**src/rtl/gjsc_pkg.sv**
```systemverilog
// Shared constants, types and lookup functions for the date/seconds converter.
`default_nettype none

package gjsc_pkg;

  localparam logic OP_TO_SECONDS = 1'b0;
  localparam logic OP_TO_DATE    = 1'b1;

  localparam logic [1:0] MODE_GREGORIAN = 2'd0;
  localparam logic [1:0] MODE_JULIAN    = 2'd1;
  localparam logic [1:0] MODE_NONE      = 2'd2;

  localparam logic [1:0] STATUS_OK      = 2'd0;
  localparam logic [1:0] STATUS_NO_CONV = 2'd1;
  localparam logic [1:0] STATUS_RANGE   = 2'd2;

  localparam logic CFG_MODE = 1'b0;
  localparam logic CFG_SPD  = 1'b1;

  localparam int SPD_W = 17;
  localparam logic [SPD_W-1:0] SPD_RESET = 17'd86400;

  localparam int GREG_DAY_MAX = 536802342;

  localparam int DIV_BITS  = 64;
  localparam int INV_LAT   = 10;
  localparam int FWD_LAT   = 4;
  localparam int FWD_PAD   = INV_LAT - FWD_LAT;
  localparam int TOTAL_LAT = DIV_BITS + 2 + INV_LAT + 1;

  // floor(2^32 / d): quotient estimate low by at most one for dividends below 2^32
  localparam int RCP_SHIFT = 32;
  localparam logic [63:0] RCP_100     = (64'd1 << RCP_SHIFT) / 64'd100;
  localparam logic [63:0] RCP_146097  = (64'd1 << RCP_SHIFT) / 64'd146097;
  localparam logic [63:0] RCP_1461001 = (64'd1 << RCP_SHIFT) / 64'd1461001;
  localparam logic [63:0] RCP_2447    = (64'd1 << RCP_SHIFT) / 64'd2447;

  typedef struct packed {
    logic               op;
    logic signed [21:0] year;
    logic [3:0]         month;
    logic [4:0]         day;
    logic signed [31:0] julian_day;
  } item_t;

  typedef struct packed {
    logic signed [63:0] seconds;
    logic [1:0]         status;
  } fwd_res_t;

  typedef struct packed {
    logic signed [21:0] year;
    logic [3:0]         month;
    logic [4:0]         day;
    logic signed [31:0] julian_day;
    logic [1:0]         status;
  } inv_res_t;

  // (367 * (month - 2 - 12 * t)) / 12 with t = (month - 14) / 12
  function automatic logic [8:0] month_offset(input logic [3:0] mo);
    logic [8:0] r;
    case (mo)
      4'd0:    r = 9'd305;
      4'd1:    r = 9'd336;
      4'd2:    r = 9'd367;
      4'd3:    r = 9'd30;
      4'd4:    r = 9'd61;
      4'd5:    r = 9'd91;
      4'd6:    r = 9'd122;
      4'd7:    r = 9'd152;
      4'd8:    r = 9'd183;
      4'd9:    r = 9'd214;
      4'd10:   r = 9'd244;
      4'd11:   r = 9'd275;
      4'd12:   r = 9'd305;
      4'd13:   r = 9'd336;
      4'd14:   r = 9'd367;
      default: r = 9'd397;
    endcase
    return r;
  endfunction

  // (2447 * j) / 80
  function automatic logic [8:0] days_before(input logic [3:0] j);
    logic [8:0] r;
    case (j)
      4'd0:    r = 9'd0;
      4'd1:    r = 9'd30;
      4'd2:    r = 9'd61;
      4'd3:    r = 9'd91;
      4'd4:    r = 9'd122;
      4'd5:    r = 9'd152;
      4'd6:    r = 9'd183;
      4'd7:    r = 9'd214;
      4'd8:    r = 9'd244;
      4'd9:    r = 9'd275;
      4'd10:   r = 9'd305;
      4'd11:   r = 9'd336;
      4'd12:   r = 9'd367;
      4'd13:   r = 9'd397;
      4'd14:   r = 9'd428;
      default: r = 9'd458;
    endcase
    return r;
  endfunction

endpackage

`default_nettype wire

```
**src/rtl/gjsc_fwd.sv**
```systemverilog
// Date to seconds: Fliegel-Van Flandern day number (Gregorian mode) or the given Julian day, scaled by seconds per day.
`default_nettype none

module gjsc_fwd (
  input  wire logic                        clk,
  input  wire logic                        rst,
  input  wire logic                        in_valid,
  input  wire gjsc_pkg::item_t             in_item,
  input  wire logic [1:0]                  mode,
  input  wire logic [gjsc_pkg::SPD_W-1:0]  spd,
  output logic                             out_valid,
  output gjsc_pkg::fwd_res_t               out_res
);

  localparam int PAD = gjsc_pkg::FWD_PAD;

  // stage 1
  logic signed [23:0] t_c, a_c, c_c;
  logic [22:0]        c_abs_c;
  logic [63:0]        p100_c;
  logic               f1_v, f1_op, f1_cneg;
  logic [8:0]         f1_k;
  logic [4:0]         f1_day;
  logic signed [31:0] f1_jin;
  logic [22:0]        f1_cabs;
  logic [15:0]        f1_qe;
  logic signed [34:0] f1_t1raw;

  assign t_c     = (in_item.month <= 4'd2) ? -24'sd1 : 24'sd0;
  assign a_c     = 24'(in_item.year) + 24'sd4800 + t_c;
  assign c_c     = 24'(in_item.year) + 24'sd4900 + t_c;
  assign c_abs_c = c_c[23] ? 23'(-c_c) : 23'(c_c);
  assign p100_c  = 64'(c_abs_c) * gjsc_pkg::RCP_100;

  always_ff @(posedge clk) begin
    if (rst) begin
      f1_v <= 1'b0;
    end else begin
      f1_v <= in_valid;
    end
    f1_op    <= in_item.op;
    f1_k     <= gjsc_pkg::month_offset(in_item.month);
    f1_day   <= in_item.day;
    f1_jin   <= in_item.julian_day;
    f1_cneg  <= c_c[23];
    f1_cabs  <= c_abs_c;
    f1_qe    <= p100_c[gjsc_pkg::RCP_SHIFT +: 16];
    f1_t1raw <= 35'(a_c) * 35'sd1461;
  end

  // stage 2
  logic               f2_v, f2_op, f2_cneg;
  logic [8:0]         f2_k;
  logic [4:0]         f2_day;
  logic signed [31:0] f2_jin;
  logic [22:0]        f2_cabs, f2_m;
  logic [15:0]        f2_qe;
  logic signed [34:0] f2_t1;

  always_ff @(posedge clk) begin
    if (rst) begin
      f2_v <= 1'b0;
    end else begin
      f2_v <= f1_v;
    end
    f2_op   <= f1_op;
    f2_k    <= f1_k;
    f2_day  <= f1_day;
    f2_jin  <= f1_jin;
    f2_cneg <= f1_cneg;
    f2_cabs <= f1_cabs;
    f2_qe   <= f1_qe;
    f2_m    <= 23'(f1_qe * 16'd100);
    f2_t1   <= (f1_t1raw + (f1_t1raw[34] ? 35'sd3 : 35'sd0)) >>> 2;
  end

  // stage 3
  logic [15:0]        q_c;
  logic signed [16:0] qs_c;
  logic signed [19:0] t3_c, term3_c;
  logic signed [35:0] jd_c;
  logic               f3_v, f3_op, f3_okg;
  logic [28:0]        f3_jd;
  logic signed [31:0] f3_jin;

  assign q_c     = f2_qe + 16'((f2_cabs - f2_m) >= 23'd100);
  assign qs_c    = f2_cneg ? -$signed({1'b0, q_c}) : $signed({1'b0, q_c});
  assign t3_c    = 20'(qs_c) * 20'sd3;
  assign term3_c = (t3_c + (t3_c[19] ? 20'sd3 : 20'sd0)) >>> 2;
  assign jd_c    = 36'(f2_t1) + 36'($signed({1'b0, f2_k})) - 36'(term3_c)
                 + 36'($signed({1'b0, f2_day})) - 36'sd32075;

  always_ff @(posedge clk) begin
    if (rst) begin
      f3_v <= 1'b0;
    end else begin
      f3_v <= f2_v;
    end
    f3_op  <= f2_op;
    f3_okg <= !jd_c[35] && (jd_c[34:0] <= 35'(gjsc_pkg::GREG_DAY_MAX));
    f3_jd  <= jd_c[28:0];
    f3_jin <= f2_jin;
  end

  // stage 4
  logic signed [32:0] opnd_c;
  logic signed [50:0] prod_c;
  gjsc_pkg::fwd_res_t res_c;

  assign opnd_c = (mode == gjsc_pkg::MODE_GREGORIAN) ? $signed({4'b0, f3_jd}) : 33'(f3_jin);
  assign prod_c = 51'(opnd_c) * 51'($signed({1'b0, spd}));

  always_comb begin
    res_c = '0;
    if (f3_op == gjsc_pkg::OP_TO_SECONDS) begin
      if (mode == gjsc_pkg::MODE_GREGORIAN) begin
        if (f3_okg) begin
          res_c.seconds = 64'(prod_c);
        end else begin
          res_c.status = gjsc_pkg::STATUS_RANGE;
        end
      end else if (mode == gjsc_pkg::MODE_JULIAN) begin
        res_c.seconds = 64'(prod_c);
      end else begin
        res_c.status = gjsc_pkg::STATUS_NO_CONV;
      end
    end
  end

  logic               pv [0:PAD];
  gjsc_pkg::fwd_res_t pr [0:PAD];

  always_ff @(posedge clk) begin
    if (rst) begin
      pv[0] <= 1'b0;
    end else begin
      pv[0] <= f3_v;
    end
    pr[0] <= res_c;
  end

  for (genvar k = 0; k < PAD; k++) begin : g_pad
    always_ff @(posedge clk) begin
      if (rst) begin
        pv[k+1] <= 1'b0;
      end else begin
        pv[k+1] <= pv[k];
      end
      pr[k+1] <= pr[k];
    end
  end

  assign out_valid = pv[PAD];
  assign out_res   = pr[PAD];

endmodule

`default_nettype wire

```
**config.mk**
```make
export PLATFORM = sky130hd
export DESIGN_NAME = gjsc_fwd
export DESIGN_NICKNAME = d
export VERILOG_FILES = /design/src/rtl/gjsc_pkg.sv /design/src/rtl/gjsc_fwd.sv
export SDC_FILE = /design/constraint.sdc
export NUM_CORES = 2
export LEC_CHECK = 0
export BUFFER_PORTS_ARGS = -buffer_cell sky130_fd_sc_hd__buf_4
export CORE_ASPECT_RATIO = 1.5
export CORE_MARGIN = 5
export CORE_UTILIZATION = 65
export DETAILED_ROUTE_END_ITERATION = 16
export PLACE_DENSITY = 0.81
export SLEW_MARGIN = 20
export SYNTH_ARGS = -nofsm -noshare
export SYNTH_HDL_FRONTEND = slang
export SYNTH_SLANG_ARGS = --single-unit
export TNS_END_PERCENT = 10
```
**constraint.sdc**
```tcl
create_clock -name clk -period 28.8 [get_ports clk]
set_input_delay 1.44 -clock clk [delete_from_list [all_inputs] [get_ports clk]]
set_output_delay 1.44 -clock clk [all_outputs]
set_load 0.01 [all_outputs]
```
Word level (Yosys, flattened, before mapping)
Memory sizes are Yosys's and may differ from the RTL's. A register that Yosys moved wholly into a read port is not among the register bits.
Cells that the tools add are included.
{"block": "classes", "addsub": 14, "n_mul": 5, "magnitude_cmp": 3, "n_eq_ne": 1, "n_mux": 22, "n_bitwise": 7, "n_reduce_logical": 3}
{"operator": "66-bit 2-to-1 mux", "count": 2}
{"operator": "64-bit 2-to-1 mux", "count": 2}
{"operator": "33-bit by 18-bit multiplier with 51-bit output", "count": 1}
{"operator": "23-bit by 24-bit adder with 24-bit output", "count": 2}
{"operator": "22-bit by 14-bit adder with 23-bit output, second input constant", "count": 2}
{"operator": "23-bit by 23-bit multiplier with 45-bit output, second input constant", "count": 1}
{"operator": "35-bit by 6-bit adder with 36-bit output", "count": 1}
{"operator": "36-bit by 16-bit subtractor with 36-bit output, second input constant", "count": 1}
{"operator": "35-bit by 3-bit adder with 35-bit output", "count": 1}
{"operator": "35-bit by 29-bit less-or-equal comparator with 1-bit output, second input constant", "count": 1}
{"operator": "24-bit by 12-bit multiplier with 35-bit output, second input constant", "count": 1}
{"operator": "34-bit by 18-bit subtractor with 35-bit output", "count": 1}
{"operator": "33-bit by 10-bit adder with 34-bit output", "count": 1}
{"operator": "33-bit 2-to-1 mux", "count": 1}
{"operator": "24-bit 2-to-1 mux", "count": 1}
{"operator": "23-bit by 7-bit greater-or-equal comparator with 1-bit output, second input constant", "count": 1}
{"operator": "23-bit 2-to-1 mux", "count": 1}
{"operator": "23-bit negator", "count": 1}
{"operator": "23-bit subtractor", "count": 1}
{"operator": "16-bit by 5-bit multiplier with 21-bit output, second input constant", "count": 1}
{"operator": "20-bit by 3-bit adder with 20-bit output", "count": 1}
{"operator": "17-bit by 3-bit multiplier with 20-bit output, second input constant", "count": 1}
{"operator": "17-bit 2-to-1 mux", "count": 1}
{"operator": "16-bit negator with 17-bit output", "count": 1}
{"operator": "other kinds (9)", "count": 27}
{"block": "totals", "register_bits": 320, "ramBits": 469, "mem_bits_ro": 144, "input_bits": 86, "out_inout_bits": 67, "word_cells": 81, "mem_count": 3}
{"name": "pr", "words": 7, "word_bits": 66, "read_ports": 7, "rd_clocked_by_memory_dff": 0, "wr": 7, "line": "gjsc_fwd.sv:131", "text": "gjsc_pkg::fwd_res_t pr [0:PAD];"}
{"name": "(no name shown)", "words": 16, "word_bits": 9, "read_ports": 1, "rd_clocked_by_memory_dff": 1, "wr": 0, "line": "gjsc_pkg.sv:62", "text": "case (mo)"}
{"name": "pv", "words": 7, "word_bits": 1, "read_ports": 7, "rd_clocked_by_memory_dff": 0, "wr": 7, "line": "gjsc_fwd.sv:130", "text": "logic pv [0:PAD];"}

Longest topological paths before layout
{"block": "depth", "depth_word": 13, "mapped_depth": 59, "mapped_depth_nobuf": 59}

Worst setup path after synthesis
Ideal clock, no wire load.
{"block": "synth_path", "path_kind": "input to register", "start": "input in_item[39] (netlist name)", "end": "register f1_qe[14]", "setup_time_ps": 122, "t_arrival_ps": 11487, "t_required_ps": 28678, "setup_slack_ps": 17191, "path_stages": 38, "n_path_buf": 1, "cell_sequence": "clkbuf_1 > nor2_1 > o21a_1 > inv_1 > ha_1 > inv_1 > ha_1 > a211oi_2 > o21ai_1 > a21oi_1 > xnor2_1 > or3_1 > or2_1 > nor4b_2 > nand3_1 > o21ai_1 > nand2_1 > xor2_1 > (+2 left out) > fa_1 > inv_1 > fa_1 > fa_1 > inv_1 > fa_1 > ha_1 > ha_1 > and2_1 > a221o_1 > nand2b_1 > a221oi_1 > o21ai_0 > or3_1 > o221ai_1 > a2111oi_0 > o21a_1 > o32a_1"}
{"block": "synth_between", "elab_chain_len": 6}
{"element": "from (decl)", "line": "gjsc_fwd.sv:8", "text": "input wire gjsc_pkg::item_t in_item,"}
{"element": "4-bit by 2-bit less-or-equal comparator with 1-bit output (*)", "line": "gjsc_fwd.sv:29", "text": "assign t_c = (in_item.month <= 4'd2) ? -24'sd1 : 24'sd0;"}
{"element": "24-bit 2-to-1 mux (*)", "line": "gjsc_fwd.sv:29"}
{"element": "23-bit by 24-bit adder with 24-bit output (*)", "line": "gjsc_fwd.sv:31", "text": "assign c_c = 24'(in_item.year) + 24'sd4900 + t_c;"}
{"element": "23-bit negator", "line": "gjsc_fwd.sv:32", "text": "assign c_abs_c = c_c[23] ? 23'(-c_c) : 23'(c_c);"}
{"element": "23-bit 2-to-1 mux (*)", "line": "gjsc_fwd.sv:32"}
{"element": "via c_abs_c[21]", "line": "gjsc_fwd.sv:19", "text": "logic [22:0] c_abs_c;"}
{"element": "23-bit by 23-bit multiplier with 45-bit output (*)", "line": "gjsc_fwd.sv:33", "text": "assign p100_c = 64'(c_abs_c) * gjsc_pkg::RCP_100;"}
{"element": "via p100_c[46]", "line": "gjsc_fwd.sv:20", "text": "logic [63:0] p100_c;"}
{"element": "to (signal assigned)", "line": "gjsc_fwd.sv:47", "text": "f1_qe <= p100_c[gjsc_pkg::RCP_SHIFT +: 16];"}
{"element": "to (decl)", "line": "gjsc_fwd.sv:26", "text": "logic [15:0] f1_qe;"}
Mark *: on every way through the listed nets, which the timed path passes. The rest lies on a longest branch.
A chain may end at the register's enable or synchronous reset.

Worst setup path after layout
{"block": "layout_path", "start": "register f2_qe[1]", "end": "register f3_okg"}
{"block": "layout_between", "elab_chain_len": 11, "elab_cells_between_ends": 12, "classes_between": "add/sub: 6; mul: 1; order compare: 1; mux: 2; reduce/logical: 2"}
{"element": "from (decl)", "line": "gjsc_fwd.sv:57", "text": "logic [15:0] f2_qe;"}
{"element": "from (signal assigned)", "line": "gjsc_fwd.sv:72", "text": "f2_qe <= f1_qe;"}
{"element": "16-bit by 1-bit adder with 16-bit output (*)", "line": "gjsc_fwd.sv:86", "text": "assign q_c = f2_qe + 16'((f2_cabs - f2_m) >= 23'd100);"}
{"element": "16-bit negator with 17-bit output", "line": "gjsc_fwd.sv:87", "text": "assign qs_c = f2_cneg ? -$signed({1'b0, q_c}) : $signed({1'b0, q_c});"}
{"element": "17-bit 2-to-1 mux (*)", "line": "gjsc_fwd.sv:87"}
{"element": "17-bit by 3-bit multiplier with 20-bit output (*)", "line": "gjsc_fwd.sv:88", "text": "assign t3_c = 20'(qs_c) * 20'sd3;"}
{"element": "2-bit 2-to-1 mux", "line": "gjsc_fwd.sv:89", "text": "assign term3_c = (t3_c + (t3_c[19] ? 20'sd3 : 20'sd0)) >>> 2;"}
{"element": "20-bit by 3-bit adder with 20-bit output (*)", "line": "gjsc_fwd.sv:89"}
{"element": "34-bit by 18-bit subtractor with 35-bit output (*)", "line": "gjsc_fwd.sv:90", "text": "assign jd_c = 36'(f2_t1) + 36'($signed({1'b0, f2_k})) - 36'(term3_c)"}
{"element": "35-bit by 6-bit adder with 36-bit output (*)", "line": "gjsc_fwd.sv:91", "text": "+ 36'($signed({1'b0, f2_day})) - 36'sd32075;"}
{"element": "36-bit by 16-bit subtractor with 36-bit output (*)", "line": "gjsc_fwd.sv:91"}
{"element": "via jd_c[28]", "line": "gjsc_fwd.sv:81", "text": "logic signed [35:0] jd_c;"}
{"element": "35-bit by 29-bit less-or-equal comparator with 1-bit output (*)", "line": "gjsc_fwd.sv:100", "text": "f3_okg <= !jd_c[35] && (jd_c[34:0] <= 35'(gjsc_pkg::GREG_DAY_MAX));"}
{"element": "1-bit logical AND (*)", "line": "gjsc_fwd.sv:100"}
{"element": "to (signal assigned)", "line": "gjsc_fwd.sv:100"}
{"element": "to (decl)", "line": "gjsc_fwd.sv:82", "text": "logic f3_v, f3_op, f3_okg;"}
Marked as above.

==> impl_metrics.py <==
metrics = {
    "cts": {
        "clock_path_buffers": 3,
        "clock_latency_ns": 0.66,
        "clkSlewWorstSetupHoldPaths_ns": 0.08,
        "cts_setup_buffers": 0,
        "h-tree-depth": 3,
        "tritoncts": "built",
        "cts_resized": 0,
        "cts-root-buf": "clkbuf_16",
        "numCtsBuffers": 66,
        "ctsHoldBuffers": 0,
        "cts.sinks": 700,
    },
    "critical_path": {
        "cp_data_required_time_ns": 29.32,
        "cp-end-kind": "register",
        "startpoint": "f2_qe[1]",
        "cp-start-kind": "register",
        "cp_top_family": "compound AO/OA/AOI/OAI gates",
        "crit_path_top_delay_cell": "o41ai_1",
        "cpPeakStageDelay_ns": 0.54,
        "crit_path_max_fanout": 12,
        "criticalPathCategory": "reg -> reg",
        "arrival_ns": 13.58,
        "crit_buf_inv": 2,
        "regToRegStartpoint": "f2_qe[1]",
        "crit_top_cell": "ha_1",
    },
    "yosys": {
        "synthesis.nets": 7647,
        "synth_async_sr_flop_share": 0,
        "synth.most_common_cell": "inv_1",
        "synth_ff_type": "dfxtp_1",
        "synth_cells": 5922,
        "synth.distinct_cells": 103,
        "netlist_area_sq_mm": 0.0595,
        "ys_seq_elements": 700,
        "synth_common_cells": "1292 x inv_1, 852 x fa_1, 787 x ha_1",
        "yosysWarnings": 0,
        "synth-seq-area-share": 0.236,
        "synth_top_area_cell": "fa_1",
        "synth-edff-count": 0,
        "synth_area_leaders": "fa_1 29%, dfxtp_1 24%, ha_1 17%",
        "synth.avg_cell_area_sq_um": 10.0,
        "synth_top_area_frac": 0.287,
    },
    "place": {
        "hpwl_um": 109000,
        "gp_congestion": 0.979,
        "dp.cells": 7120,
        "io_buffers": 152,
        "dp_slack_ns": 15.94,
    },
    "route": {
        "wire_per_inst_um": 18.6,
        "drtIter0Drc": 2314,
        "routed_wl_um": 135000,
        "drt_drc_violations_left": 0,
        "dr.pass1.iters": 6,
        "ant_nets": 0,
        "vias": 40491,
        "via_per_inst": 5.59,
    },
    "floorplan": {
        "die_height_um": 380,
        "die_x_um": 257,
        "start_util": 0.652,
        "rows": 136,
        "dieArea_sq_mm": 0.0978,
        "core-area_sq_mm": 0.0912,
        "pin_count": 153,
    },
    "final_layout": {
        "area_growth_pct": 7.40,
        "final_nets": 7740,
        "final_cells": 7243,
        "fill_cells": 6665,
        "layout-drive-gt1-share": 0.0618,
    },
    "sta": {
        "rsz0062_at_grt": "no",
        "finalSetupTns_ns": 0,
        "hold_violations": 0,
        "timing.fmax_mhz": 76.6,
        "maxSlewHeadroom": 0.207,
        "finalMaxSlewViolations": 0,
        "holdWs_ns": 0.291,
        "post-route-period-util": 0.453,
        "skew_ns": 0.0352,
        "fin_ws_ns": 15.74,
        "worst_slew_pin_slew_ns": 1.18,
        "finalSetupViolCount": 0,
        "finalCriticalPeriod_ns": 13.06,
    },
    "global_route": {
        "grt_pass1_vias": 44144,
        "grt-ovfl-total": 0,
        "grt_usage": 0.281,
        "grt_max_degree": 54,
        "antenna_found_initial": 8,
        "grt_pass1_wl_um": 220000,
    },
    "status": {
        "outcome": "finished clean",
    },
    "min_path": {
        "hp-class": "reg -> reg",
        "min_from": "f2_jin[25]",
    },
    "flow_run": {
        "max-cap-violations": 0,
    },
}
-- layout by cell type (no fill, tap or decap), types with 14 or more instances in the layout --
cell type and n:
ha_1 787, a21oi_1 156, o21ai_0 112, nor2b_1 56, clkbuf_16 67, fa_1 852, and2_1 189, nor3_1 49
or3_1 15, dfxtp_1 700, o21bai_1 20, inv_1 1292, xnor2_1 184, mux2_2 30, a31oi_1 25, nand3_1 43
xor2_1 96, o21a_1 32, nand2_1 478, nand4_1 25, buf_4 173, o211ai_1 14, nand2b_1 30, a211oi_1 23
a21o_1 72, nor2_1 206, and3_1 47, a21boi_0 15
-- cells by family (layout without fill, tap and decap cells) --
family / count (synthesis) / after routing / share of synthesized area
buffers and inverters: 1441 / 1586 / 0.0930
adders and majority gates: 1639 / 1639 / 0.452
xor gates and xnor gates: 283 / 283 / 0.0419
muxes: 40 / 40 / 0.00778
DFF: 700 / 700 / 0.236
other: 0 / 3 / 0
AOI/OAI and AO/OA: 619 / 619 / 0.0711
and+or+nand+nor: 1200 / 1200 / 0.0982
-- state kept, by name, indices dropped and copies added (netlist names), 16 cells and up --
signal / flops
f3_jin: 32
f3_jd: 29
f2_cabs: 21
f2_jin: 32
f1_qe: 16
f2_m: 18
f1_cabs: 21
f2_qe: 16
f2_t1: 33
f1_t1raw: 35
f1_jin: 32
pr: 371
-- metal layers --
metal,vias up,GRT usage,wire length [um]
met5,-,0,61
met4,8,0.176,10000
met3,520,0.0461,7690
met2,1378,0.507,69600
met1,19944,0.305,47300
li1,18641,-,-
-- final timing paths --
path | to | slack (ns) | cells after the start
max reg2reg | f3_okg | 15.74 | 51
min | f3_jin[25] | 0.29 | 0
min reg2reg | f3_jin[25] | 0.29 | 0
max | f3_okg | 15.74 | 51
-- final cells by class --
type                    instances  area (sq um)  share of cell area
clock inverters                37           478             0.00748
flip-flops and latches        700         14000               0.219
inverters                    1293          4850              0.0760
well taps                    1173          1470              0.0230
clock buffers                  83          1800              0.0281
repair buffers                173          1300              0.0203
diodes                          3          7.51            0.000118
multi-input cells            3781         40000               0.626
-- per-stage QoR --
stage,area (sq um),utilization
finish,63900,0.700
global route,63900,0.700
CTS,63900,0.700
detailed placement,61600,0.675
global placement,61600,0.675
floorplan,59500,-
Power is not shown: default switching activity piles up to over one toggle a cycle in this logic, so the estimate is an artifact.
