### src/rtl/gjsc_pkg.sv
// Shared constants, types and lookup functions for the date/seconds converter.
`default_nettype none

package gjsc_pkg;

  localparam logic OP_TO_SECONDS = 1'b0;
  localparam logic OP_TO_DATE    = 1'b1;

  localparam logic [1:0] MODE_GREGORIAN = 2'd0;
  localparam logic [1:0] MODE_JULIAN    = 2'd1;
  localparam logic [1:0] MODE_NONE      = 2'd2;

  localparam logic [1:0] STATUS_OK      = 2'd0;
  localparam logic [1:0] STATUS_NO_CONV = 2'd1;
  localparam logic [1:0] STATUS_RANGE   = 2'd2;

  localparam logic CFG_MODE = 1'b0;
  localparam logic CFG_SPD  = 1'b1;

  localparam int SPD_W = 17;
  localparam logic [SPD_W-1:0] SPD_RESET = 17'd86400;

  localparam int GREG_DAY_MAX = 536802342;

  localparam int DIV_BITS  = 64;
  localparam int INV_LAT   = 10;
  localparam int FWD_LAT   = 4;
  localparam int FWD_PAD   = INV_LAT - FWD_LAT;
  localparam int TOTAL_LAT = DIV_BITS + 2 + INV_LAT + 1;

  // floor(2^32 / d): quotient estimate low by at most one for dividends below 2^32
  localparam int RCP_SHIFT = 32;
  localparam logic [63:0] RCP_100     = (64'd1 << RCP_SHIFT) / 64'd100;
  localparam logic [63:0] RCP_146097  = (64'd1 << RCP_SHIFT) / 64'd146097;
  localparam logic [63:0] RCP_1461001 = (64'd1 << RCP_SHIFT) / 64'd1461001;
  localparam logic [63:0] RCP_2447    = (64'd1 << RCP_SHIFT) / 64'd2447;

  typedef struct packed {
    logic               op;
    logic signed [21:0] year;
    logic [3:0]         month;
    logic [4:0]         day;
    logic signed [31:0] julian_day;
  } item_t;

  typedef struct packed {
    logic signed [63:0] seconds;
    logic [1:0]         status;
  } fwd_res_t;

  typedef struct packed {
    logic signed [21:0] year;
    logic [3:0]         month;
    logic [4:0]         day;
    logic signed [31:0] julian_day;
    logic [1:0]         status;
  } inv_res_t;

  // (367 * (month - 2 - 12 * t)) / 12 with t = (month - 14) / 12
  function automatic logic [8:0] month_offset(input logic [3:0] mo);
    logic [8:0] r;
    case (mo)
      4'd0:    r = 9'd305;
      4'd1:    r = 9'd336;
      4'd2:    r = 9'd367;
      4'd3:    r = 9'd30;
      4'd4:    r = 9'd61;
      4'd5:    r = 9'd91;
      4'd6:    r = 9'd122;
      4'd7:    r = 9'd152;
      4'd8:    r = 9'd183;
      4'd9:    r = 9'd214;
      4'd10:   r = 9'd244;
      4'd11:   r = 9'd275;
      4'd12:   r = 9'd305;
      4'd13:   r = 9'd336;
      4'd14:   r = 9'd367;
      default: r = 9'd397;
    endcase
    return r;
  endfunction

  // (2447 * j) / 80
  function automatic logic [8:0] days_before(input logic [3:0] j);
    logic [8:0] r;
    case (j)
      4'd0:    r = 9'd0;
      4'd1:    r = 9'd30;
      4'd2:    r = 9'd61;
      4'd3:    r = 9'd91;
      4'd4:    r = 9'd122;
      4'd5:    r = 9'd152;
      4'd6:    r = 9'd183;
      4'd7:    r = 9'd214;
      4'd8:    r = 9'd244;
      4'd9:    r = 9'd275;
      4'd10:   r = 9'd305;
      4'd11:   r = 9'd336;
      4'd12:   r = 9'd367;
      4'd13:   r = 9'd397;
      4'd14:   r = 9'd428;
      default: r = 9'd458;
    endcase
    return r;
  endfunction

endpackage

`default_nettype wire

### src/rtl/gjsc_inv.sv
// Day number to calendar date: inverse Fliegel-Van Flandern, reciprocal dividers.
`default_nettype none

module gjsc_inv (
  input  wire logic                        clk,
  input  wire logic                        rst,
  input  wire logic                        in_valid,
  input  wire logic signed [63:0]          in_jd,
  input  wire logic                        in_op,
  input  wire logic [1:0]                  mode,
  input  wire logic [gjsc_pkg::SPD_W-1:0]  spd,
  output logic                             out_valid,
  output gjsc_pkg::inv_res_t               out_res
);

  localparam int L = gjsc_pkg::INV_LAT;
  localparam int S = gjsc_pkg::RCP_SHIFT;

  typedef struct packed {
    logic               op;
    logic               okg;
    logic               okj;
    logic signed [31:0] jd32;
  } inv_tag_t;

  logic     vld [1:L-1];
  inv_tag_t tag [1:L-1];

  // stage 1
  logic [28:0] l0_c;
  logic [30:0] x1_c;
  logic [63:0] p1_c;
  logic [28:0] s1_l0;
  logic [30:0] s1_x1;
  logic [13:0] s1_ne;

  assign l0_c = 29'(in_jd[28:0] + 29'd68569);
  assign x1_c = {l0_c, 2'b00};
  assign p1_c = 64'(x1_c) * gjsc_pkg::RCP_146097;

  always_ff @(posedge clk) begin
    if (rst) begin
      vld[1] <= 1'b0;
    end else begin
      vld[1] <= in_valid;
    end
    tag[1].op   <= in_op;
    tag[1].okg  <= !in_jd[63] && (in_jd[62:0] <= 63'(gjsc_pkg::GREG_DAY_MAX));
    tag[1].okj  <= (&in_jd[63:31]) || !(|in_jd[63:31]);
    tag[1].jd32 <= in_jd[31:0];
    s1_l0 <= l0_c;
    s1_x1 <= x1_c;
    s1_ne <= p1_c[S +: 14];
  end

  for (genvar k = 1; k < L - 1; k++) begin : g_tag
    always_ff @(posedge clk) begin
      if (rst) begin
        vld[k+1] <= 1'b0;
      end else begin
        vld[k+1] <= vld[k];
      end
      tag[k+1] <= tag[k];
    end
  end

  // stage 2
  logic [28:0] s2_l0;
  logic [30:0] s2_x1, s2_m1;
  logic [13:0] s2_ne;

  always_ff @(posedge clk) begin
    s2_l0 <= s1_l0;
    s2_x1 <= s1_x1;
    s2_ne <= s1_ne;
    s2_m1 <= 31'(s1_ne * 31'd146097);
  end

  // stage 3
  logic        adj1_c;
  logic [31:0] mn_c;
  logic [13:0] s3_n;
  logic [16:0] s3_l1;

  assign adj1_c = (s2_x1 - s2_m1) >= 31'd146097;
  assign mn_c   = 32'(s2_m1) + (adj1_c ? 32'd146097 : 32'd0);

  always_ff @(posedge clk) begin
    s3_n  <= s2_ne + 14'(adj1_c);
    s3_l1 <= 17'(s2_l0 - 29'((mn_c + 32'd3) >> 2));
  end

  // stage 4
  logic [27:0]        s4_x2;
  logic signed [21:0] s4_yb;
  logic [16:0]        s4_l1;

  always_ff @(posedge clk) begin
    s4_x2 <= 28'((28'(s3_l1) + 28'd1) * 28'd4000);
    s4_yb <= (22'($signed({1'b0, s3_n})) - 22'sd49) * 22'sd100;
    s4_l1 <= s3_l1;
  end

  // stage 5
  logic [63:0]        p2_c;
  logic [6:0]         s5_ie;
  logic [27:0]        s5_x2;
  logic signed [21:0] s5_yb;
  logic [16:0]        s5_l1;

  assign p2_c = 64'(s4_x2) * gjsc_pkg::RCP_1461001;

  always_ff @(posedge clk) begin
    s5_ie <= p2_c[S +: 7];
    s5_x2 <= s4_x2;
    s5_yb <= s4_yb;
    s5_l1 <= s4_l1;
  end

  // stage 6
  logic [27:0]        s6_m2, s6_x2;
  logic [17:0]        s6_h2;
  logic [6:0]         s6_ie;
  logic signed [21:0] s6_yb;
  logic [16:0]        s6_l1;

  always_ff @(posedge clk) begin
    s6_m2 <= 28'(s5_ie * 28'd1461001);
    s6_h2 <= 18'(s5_ie * 18'd1461);
    s6_ie <= s5_ie;
    s6_x2 <= s5_x2;
    s6_yb <= s5_yb;
    s6_l1 <= s5_l1;
  end

  // stage 7
  logic               adj2_c;
  logic [17:0]        hi_c;
  logic [6:0]         s7_i;
  logic [9:0]         s7_l2;
  logic signed [21:0] s7_yb;

  assign adj2_c = (s6_x2 - s6_m2) >= 28'd1461001;
  assign hi_c   = s6_h2 + (adj2_c ? 18'd1461 : 18'd0);

  always_ff @(posedge clk) begin
    s7_i  <= s6_ie + 7'(adj2_c);
    s7_l2 <= 10'(s6_l1 - 17'(hi_c >> 2) + 17'd31);
    s7_yb <= s6_yb;
  end

  // stage 8
  logic [15:0]        x3_c;
  logic [63:0]        p3_c;
  logic [3:0]         s8_je;
  logic [15:0]        s8_x3;
  logic [9:0]         s8_l2;
  logic [6:0]         s8_i;
  logic signed [21:0] s8_yb;

  assign x3_c = 16'(s7_l2) * 16'd80;
  assign p3_c = 64'(x3_c) * gjsc_pkg::RCP_2447;

  always_ff @(posedge clk) begin
    s8_je <= p3_c[S +: 4];
    s8_x3 <= x3_c;
    s8_l2 <= s7_l2;
    s8_i  <= s7_i;
    s8_yb <= s7_yb;
  end

  // stage 9
  logic [15:0]        s9_m3, s9_x3;
  logic [3:0]         s9_je;
  logic [9:0]         s9_l2;
  logic [6:0]         s9_i;
  logic signed [21:0] s9_yb;

  always_ff @(posedge clk) begin
    s9_m3 <= 16'(s8_je * 16'd2447);
    s9_x3 <= s8_x3;
    s9_je <= s8_je;
    s9_l2 <= s8_l2;
    s9_i  <= s8_i;
    s9_yb <= s8_yb;
  end

  // stage 10
  logic               adj3_c, l3_c;
  logic [3:0]         j_c;
  inv_tag_t           tg;
  gjsc_pkg::inv_res_t res_c;

  assign adj3_c = (s9_x3 - s9_m3) >= 16'd2447;
  assign j_c    = s9_je + 4'(adj3_c);
  assign l3_c   = j_c >= 4'd11;
  assign tg     = tag[L-1];

  always_comb begin
    res_c = '0;
    if (tg.op == gjsc_pkg::OP_TO_DATE) begin
      if (mode == gjsc_pkg::MODE_GREGORIAN) begin
        if (spd == '0 || !tg.okg) begin
          res_c.status = gjsc_pkg::STATUS_RANGE;
        end else begin
          res_c.day   = 5'(s9_l2 - 10'(gjsc_pkg::days_before(j_c)));
          res_c.month = 4'(j_c + 4'd2 - (l3_c ? 4'd12 : 4'd0));
          res_c.year  = s9_yb + 22'($signed({1'b0, s9_i})) + (l3_c ? 22'sd1 : 22'sd0);
        end
      end else if (mode == gjsc_pkg::MODE_JULIAN) begin
        if (spd == '0 || !tg.okj) begin
          res_c.status = gjsc_pkg::STATUS_RANGE;
        end else begin
          res_c.julian_day = tg.jd32;
        end
      end else begin
        res_c.status = gjsc_pkg::STATUS_NO_CONV;
      end
    end
  end

  always_ff @(posedge clk) begin
    if (rst) begin
      out_valid <= 1'b0;
    end else begin
      out_valid <= vld[L-1];
    end
    out_res <= res_c;
  end

endmodule

`default_nettype wire

### config.mk
export PLATFORM = sky130hd
export DESIGN_NAME = gjsc_inv
export DESIGN_NICKNAME = d
export VERILOG_FILES = /design/src/rtl/gjsc_pkg.sv /design/src/rtl/gjsc_inv.sv
export SDC_FILE = /design/constraint.sdc
export NUM_CORES = 2
export LEC_CHECK = 0
export BUFFER_PORTS_ARGS = -buffer_cell sky130_fd_sc_hd__buf_4
export CORE_MARGIN = 3
export CORE_UTILIZATION = 55
export DETAILED_ROUTE_END_ITERATION = 10
export PLACE_DENSITY = 0.73
export REMOVE_ABC_BUFFERS = 1
export SLEW_MARGIN = 20
export SYNTH_ARGS = -nofsm -noshare
export SYNTH_HDL_FRONTEND = slang
export SYNTH_SLANG_ARGS = --single-unit
### constraint.sdc
create_clock -name clk -period 8.2 [get_ports clk]
set_input_delay 1.23 -clock clk [delete_from_list [all_inputs] [get_ports clk]]
set_output_delay 1.23 -clock clk [all_outputs]
set_load 0.05 [all_outputs]
== Word level (Yosys, flattened, before mapping) ==
Memories as Yosys holds them, arrays and structs flattened. A register that Yosys moved wholly into a read port is not among the register bits.
Cells that the tools add are included.

* Bits in read-only memories: 144
* RAM bits: 324
* Bits of input ports: 87
* Word-level logic and storage cells: 127
* Output and inout port bits: 66
* Memories: 3
* Register bits after elaboration: 575

* Reductions and logical operators: 14
* Bitwise operators: 12
* Multiply operators: 10
* Mux-type cells: 23
* Order comparisons: 5
* $add $sub $neg: 20
* Equality and inequality tests: 1

{| class="wikitable"
|+ Memory list
! name !! depth !! bits a word !! read ports !! clocked after Yosys merged registers in !! wr ports !! RTL line !! source
|-
| tag || 9 || 35 || 9 || 0 || 9 || gjsc_inv.sv:27 || <nowiki>inv_tag_t tag [1:L-1];</nowiki>
|-
| (no name shown) || 16 || 9 || 1 || 0 || 0 || gjsc_pkg.sv:86 || <nowiki>case (j)</nowiki>
|-
| vld || 9 || 1 || 9 || 1 || 9 || gjsc_inv.sv:26 || <nowiki>logic vld [1:L-1];</nowiki>
|}

{| class="wikitable"
|+ Operators with widths
! cell !! number
|-
| <= comparator 63 x 29 -> 1 bit, second input constant || 1
|-
| multiplier 29 x 14 -> 43 bit, second input constant || 1
|-
| multiplier 23 x 12 -> 34 bit, second input constant || 1
|-
| AND reduction 33 bit || 1
|-
| OR reduction 33 bit || 1
|-
| multiplier 12 x 21 -> 32 bit, second input constant || 1
|-
| greater-or-equal comparator 31 x 18 -> 1 bit, second input constant || 1
|-
| multiplier 14 x 18 -> 31 bit, second input constant || 1
|-
| subtractor 31 bit || 1
|-
| adder 29 x 17 -> 29 bit, second input constant || 1
|-
| greater-or-equal comparator 28 x 21 -> 1 bit, second input constant || 1
|-
| multiplier 7 x 21 -> 28 bit, second input constant || 1
|-
| subtractor 28 bit || 1
|-
| multiplier 18 x 7 -> 23 bit, second input constant || 1
|-
| adder 22 x 2 -> 22 bit || 1
|-
| adder 22 x 8 -> 22 bit || 1
|-
| multiplier 15 x 6 -> 20 bit, second input constant || 1
|-
| adder 19 x 18 -> 19 bit || 1
|-
| adder 19 x 2 -> 19 bit, second input constant || 1
|-
| adder 17 x 1 -> 18 bit, second input constant || 1
|-
| 2-to-1 mux 18 bit || 1
|-
| logical NOT 17 bit || 1
|-
| subtractor 17 bit || 1
|-
| greater-or-equal comparator 16 x 12 -> 1 bit, second input constant || 1
|-
| 29 further kinds || 61
|}

== Longest topological paths before layout ==
An unclocked memory read counts as a cell.

* Depth in word-level cells: 8
* Gate-level depth with buffers: 32
* Mapped depth without buffers: 31

== Least setup slack after synthesis ==
No wires, ideal clock.

* Path kind: in2reg
* Start point: input port in_jd[0]
* End point: register s1_ne[10]
* Setup slack: -0.114 ns
* Path buffers: 1
* Data arrival time: 8.242 ns
* Setup time: 0.072 ns
* Required time: 8.128 ns
* Stages: 30
* Path through: clkbuf_1 nand3_1 nand2_1 and2_1 o21ai_0 nor2b_1 nand2b_1 xnor2_1 inv_1 fa_1 fa_1 inv_1 fa_1 inv_1 fa_1 inv_1 fa_1 inv_1 fa_1 inv_1 ha_1 nand2_1 a21oi_1 a221o_1 inv_1 o21ai_0 o311a_1 or3_1 a21oi_1 xnor2_1

* Word-level cells in the longest chain between the ends: 2

{| class="wikitable"
|+ RTL lines
! what !! RTL line !! source
|-
| start: declaration || gjsc_inv.sv:8 || <nowiki>input wire logic signed [63:0] in_jd,</nowiki>
|-
| adder 29 x 17 -> 29 bit || gjsc_inv.sv:37 || <nowiki>assign l0_c = 29'(in_jd[28:0] + 29'd68569);</nowiki>
|-
| net l0_c[13] || gjsc_inv.sv:30 || <nowiki>logic [28:0] l0_c;</nowiki>
|-
| multiplier 29 x 14 -> 43 bit || gjsc_inv.sv:39 || <nowiki>assign p1_c = 64'(x1_c) * gjsc_pkg::RCP_146097;</nowiki>
|-
| net p1_c[42] || gjsc_inv.sv:32 || <nowiki>logic [63:0] p1_c;</nowiki>
|-
| end signal: assignment || gjsc_inv.sv:53 || <nowiki>s1_ne <= p1_c[S +: 14];</nowiki>
|-
| end: declaration || gjsc_inv.sv:35 || <nowiki>logic [13:0] s1_ne;</nowiki>
|}

The timed path passes the listed nets, and every way through them passes these cells.
A chain may end at the register's enable or synchronous reset.

== Worst setup path after layout ==
* Start point: input port in_jd[9]
* End point: register s1_ne[13]

Same word-level chain as after synthesis.

==> impl_metrics.prom <==
# TYPE chip_impl_metric gauge
chip_impl_info{name="cts_root_buf",value="sky130_fd_sc_hd__clkbuf_16"} 1
chip_impl_metric{name="drt_first_pass_iters",unit=""} 5
chip_impl_metric{name="critical_path.max_stage_delay",unit="ps"} 540
chip_impl_metric{name="finish.net_count",unit=""} 6632
chip_impl_metric{name="die_w",unit="um"} 317.1
chip_impl_metric{name="latest_clock_arrival_within_the_worst_skew_pair",unit="ps"} 670
chip_impl_info{name="timing.critical_path.to_type",value="flip-flop"} 1
chip_impl_info{name="timing.critical_path.slowest_stage_cell",value="sky130_fd_sc_hd__fa_1"} 1
chip_impl_metric{name="drtIter0Drc",unit=""} 1493
chip_impl_metric{name="final_cells",unit=""} 6499
chip_impl_metric{name="synth-edff-count",unit=""} 0
chip_impl_metric{name="crit_arrival",unit="ps"} 8250
chip_impl_info{name="status",value="finished, final reports clean"} 1
chip_impl_info{name="postSynth.topFlopCell",value="sky130_fd_sc_hd__dfxtp_1"} 1
chip_impl_metric{name="cts.htree.levels",unit=""} 3
chip_impl_metric{name="number_of_antenna_violations_at_the_first_check_in_global_routing",unit=""} 3
chip_impl_metric{name="netlist_instances",unit=""} 4850
chip_impl_metric{name="synth.ff_latch_count",unit=""} 886
chip_impl_metric{name="area_growth_syn_to_layout",unit="%"} 12.43
chip_impl_info{name="worst_r2r_startpoint",value="s7_l2[2]"} 1
chip_impl_metric{name="vias",unit=""} 32920
chip_impl_metric{name="routedWlPerCell",unit="um"} 15.46
chip_impl_metric{name="row_count",unit=""} 113
chip_impl_metric{name="worst_path_required_time",unit="ps"} 8740
chip_impl_metric{name="cts_num_sinks",unit=""} 886
chip_impl_metric{name="first_global_vias",unit=""} 34590
chip_impl_metric{name="maxSlewHeadroom",unit="%"} 32.00
chip_impl_metric{name="cp_max_fo",unit=""} 4
chip_impl_info{name="timing.hold.worst_endpoint",value="s8_i[1]"} 1
chip_impl_metric{name="fin_skew",unit="ps"} 30.13
chip_impl_metric{name="cts_hold_buffers",unit=""} 0
chip_impl_metric{name="reg2regPathDepth",unit=""} 27
chip_impl_metric{name="place.gp.congestion",unit=""} 0.8889
chip_impl_metric{name="numPortBuffers",unit=""} 152
chip_impl_metric{name="post_synth_num_cell_types",unit=""} 88
chip_impl_metric{name="fmaxAchievable",unit="MHz"} 129.8
chip_impl_metric{name="worst-slew-pin-transition",unit="ps"} 1006
chip_impl_info{name="library_cell_appearing_most_often_on_the_critical_path",value="sky130_fd_sc_hd__inv_1"} 1
chip_impl_info{name="holdCritPathClass",value="flip-flop to flip-flop"} 1
chip_impl_metric{name="numCtsBuffers",unit=""} 90
chip_impl_metric{name="finalSetupViolations",unit=""} 0
chip_impl_metric{name="antenna_fix_cells",unit=""} 0
chip_impl_metric{name="finalCritPeriodShare",unit="%"} 93.95
chip_impl_metric{name="core-area",unit="mm2"} 0.09544
chip_impl_info{name="min_from",value="s7_i[1]"} 1
chip_impl_metric{name="ys.warnings.count",unit=""} 0
chip_impl_metric{name="drt_drc_violations_left",unit=""} 0
chip_impl_metric{name="detailedPlace.worstSlack",unit="ps"} -172.4
chip_impl_metric{name="hold_violations",unit=""} 0
chip_impl_metric{name="holdPathStages",unit=""} 0
chip_impl_metric{name="antenna_left",unit=""} 0
chip_impl_metric{name="finalWorstSetupSlack",unit="ps"} 495.8
chip_impl_metric{name="grtUsageTotal",unit="%"} 20.70
chip_impl_metric{name="timing.final.crit_period",unit="ps"} 7704
chip_impl_metric{name="die_area",unit="mm2"} 0.1005
chip_impl_metric{name="synthArstFlopShare",unit="%"} 0
chip_impl_metric{name="rrSetupSlack",unit="ps"} 940
chip_impl_metric{name="routed_via_density",unit=""} 5.066
chip_impl_metric{name="yosysSeqAreaShare",unit="%"} 33.32
chip_impl_metric{name="start_util",unit="%"} 55.78
chip_impl_metric{name="mappedNetlistArea",unit="mm2"} 0.05323
chip_impl_metric{name="numPlacedInstances",unit=""} 6329
chip_impl_metric{name="design.portCount",unit=""} 153
chip_impl_info{name="category_of_the_worst_setup_path_launch_point",value="input pin"} 1
chip_impl_metric{name="cap_viol_max_count",unit=""} 0
chip_impl_info{name="grt_setup_unrepaired",value="no"} 1
chip_impl_metric{name="finalMaxSlewViolations",unit=""} 0
chip_impl_info{name="clock_tree_from_tritoncts",value="built"} 1
chip_impl_metric{name="clock_path_buffers",unit=""} 3
chip_impl_info{name="crit_type",value="input pin to flip-flop"} 1
chip_impl_metric{name="grt_first_pass_wirelength",unit="um"} 167900
chip_impl_metric{name="overflow",unit=""} 0
chip_impl_metric{name="path_clk_slew",unit="ps"} 60
chip_impl_metric{name="post_route_cells_drive_above_1_share",unit="%"} 8.598
chip_impl_metric{name="grt_start_max_net_pins",unit=""} 33
chip_impl_metric{name="die_height",unit="um"} 317.1
chip_impl_metric{name="synth_area_per_cell",unit="um2"} 10.98
chip_impl_metric{name="detail_route.wirelength",unit="um"} 100500
chip_impl_metric{name="dp_hpwl",unit="um"} 82470
chip_impl_info{name="timing.rr.end",value="s8_je[3]"} 1
-- worst max-delay path, delay by kind of cell --
family	cells	cell delay, ps
buffers and inverters	8	620
adders and majority gates	7	3350
and+or+nand+nor	5	1250
AOI/OAI and AO/OA	7	1420
xor gates and xnor gates	2	370
-- layout by cell type (no fill, tap or decap), types with 63 or more instances in the layout --
cell                          n
sky130_fd_sc_hd__nand2_1    134
sky130_fd_sc_hd__o21ai_0     99
sky130_fd_sc_hd__inv_1      925
sky130_fd_sc_hd__dfxtp_1    886
sky130_fd_sc_hd__ha_1       843
sky130_fd_sc_hd__a21o_1      63
sky130_fd_sc_hd__buf_4      237
sky130_fd_sc_hd__xor2_1     108
sky130_fd_sc_hd__a21oi_1    175
sky130_fd_sc_hd__nor2_1     177
sky130_fd_sc_hd__fa_1       546
sky130_fd_sc_hd__clkbuf_16   90
sky130_fd_sc_hd__xnor2_1    219
-- cell usage after synthesis (all sizes together), types with 43 or more instances --
cell type | count | share of area (%)
a21o | 63 | 0.89
a21oi | 180 | 1.7
and2 | 46 | 0.55
dfxtp | 886 | 33
fa | 546 | 21
ha | 843 | 20
inv | 925 | 6.5
nand2 | 134 | 0.94
nand3 | 62 | 0.58
nor2 | 178 | 1.3
nor3 | 53 | 0.51
o21ai | 106 | 1.0
o21bai | 43 | 0.61
xnor2 | 219 | 3.6
xor2 | 108 | 1.8
-- timing repair --
| item | in CTS | in global routing |
|---|---|---|
| setup endpoints to repair | 0 | 1 |
| setup buffers | 0 | 0 |
| gates resized for setup | 0 | 1 |
-- metal layers --
layer,global-route usage [%],routed length (um),up-vias
li1,-,-,16420
met1,25.75,43430,15890
met2,37.35,51160,453
met3,2.926,3257,158
met4,6.032,2650,0
met5,0,0,-
-- cell type report --
class | count | area (um2)
fill | 7603 | 35590
multi-input combinational | 3015 | 31920
sequential | 886 | 17740
inverter | 926 | 3476
clock buffer | 112 | 2465
timing repair buffer | 237 | 1779
tap | 1265 | 1583
clock inverter | 58 | 882.1
-- how the worst max path moves through the flow --
stage              from        end  slack (ps)  depth (start not counted)
2_1_floorplan  in_jd[0]  s1_ne[10]          40                         28
3_3_place_gp   in_jd[9]  s1_ne[13]         -60                         29
3_5_place_dp   in_jd[9]  s1_ne[13]        -170                         29
4_1_cts        in_jd[9]  s1_ne[13]         490                         29
5_1_grt        in_jd[0]  s1_ne[13]          70                         32
6_report       in_jd[9]  s1_ne[13]         500                         29
-- flip-flops by register name, summed over array words and instances (netlist names), 15 cells and up --
name	count
s7_yb	20
s6_m2	25
s8_yb	20
s9_yb	20
s6_yb	20
s4_yb	20
tag	315
s2_x1	29
s3_l1	17
s9_m3	15
out_res	65
s6_x2	23
s5_x2	23
s4_x2	23
s5_yb	20
s1_x1	29
s2_m1	27
-- stage by stage --
stage / setup TNS (ps) / instance area [um2] / hold WS, ps / util, %
finish: 0 / 59850 / 310.8 / 62.71
global route: 0 / 59850 / 305.3 / 62.71
CTS: 0 / 59840 / 301.1 / 62.70
detailed placement: -699.5 / 56490 / 312.1 / 59.20
global placement: -144.0 / 56490 / 309.8 / 59.20
floorplan: 0 / 53120 / 309.6 / -
-- cells by family after synthesis --
kind of cell	synth area share (%)
adder cells (fa/ha/maj)	40.35
buffers and inverters	6.727
flip-flops	33.32
AND/OR/NAND/NOR	6.746
AO/OA/AOI/OAI	7.296
XOR/XNOR	5.380
multiplexers	0.1786
Power is not shown: default switching activity piles up to over one toggle a cycle in this logic, so the estimate is an artifact.
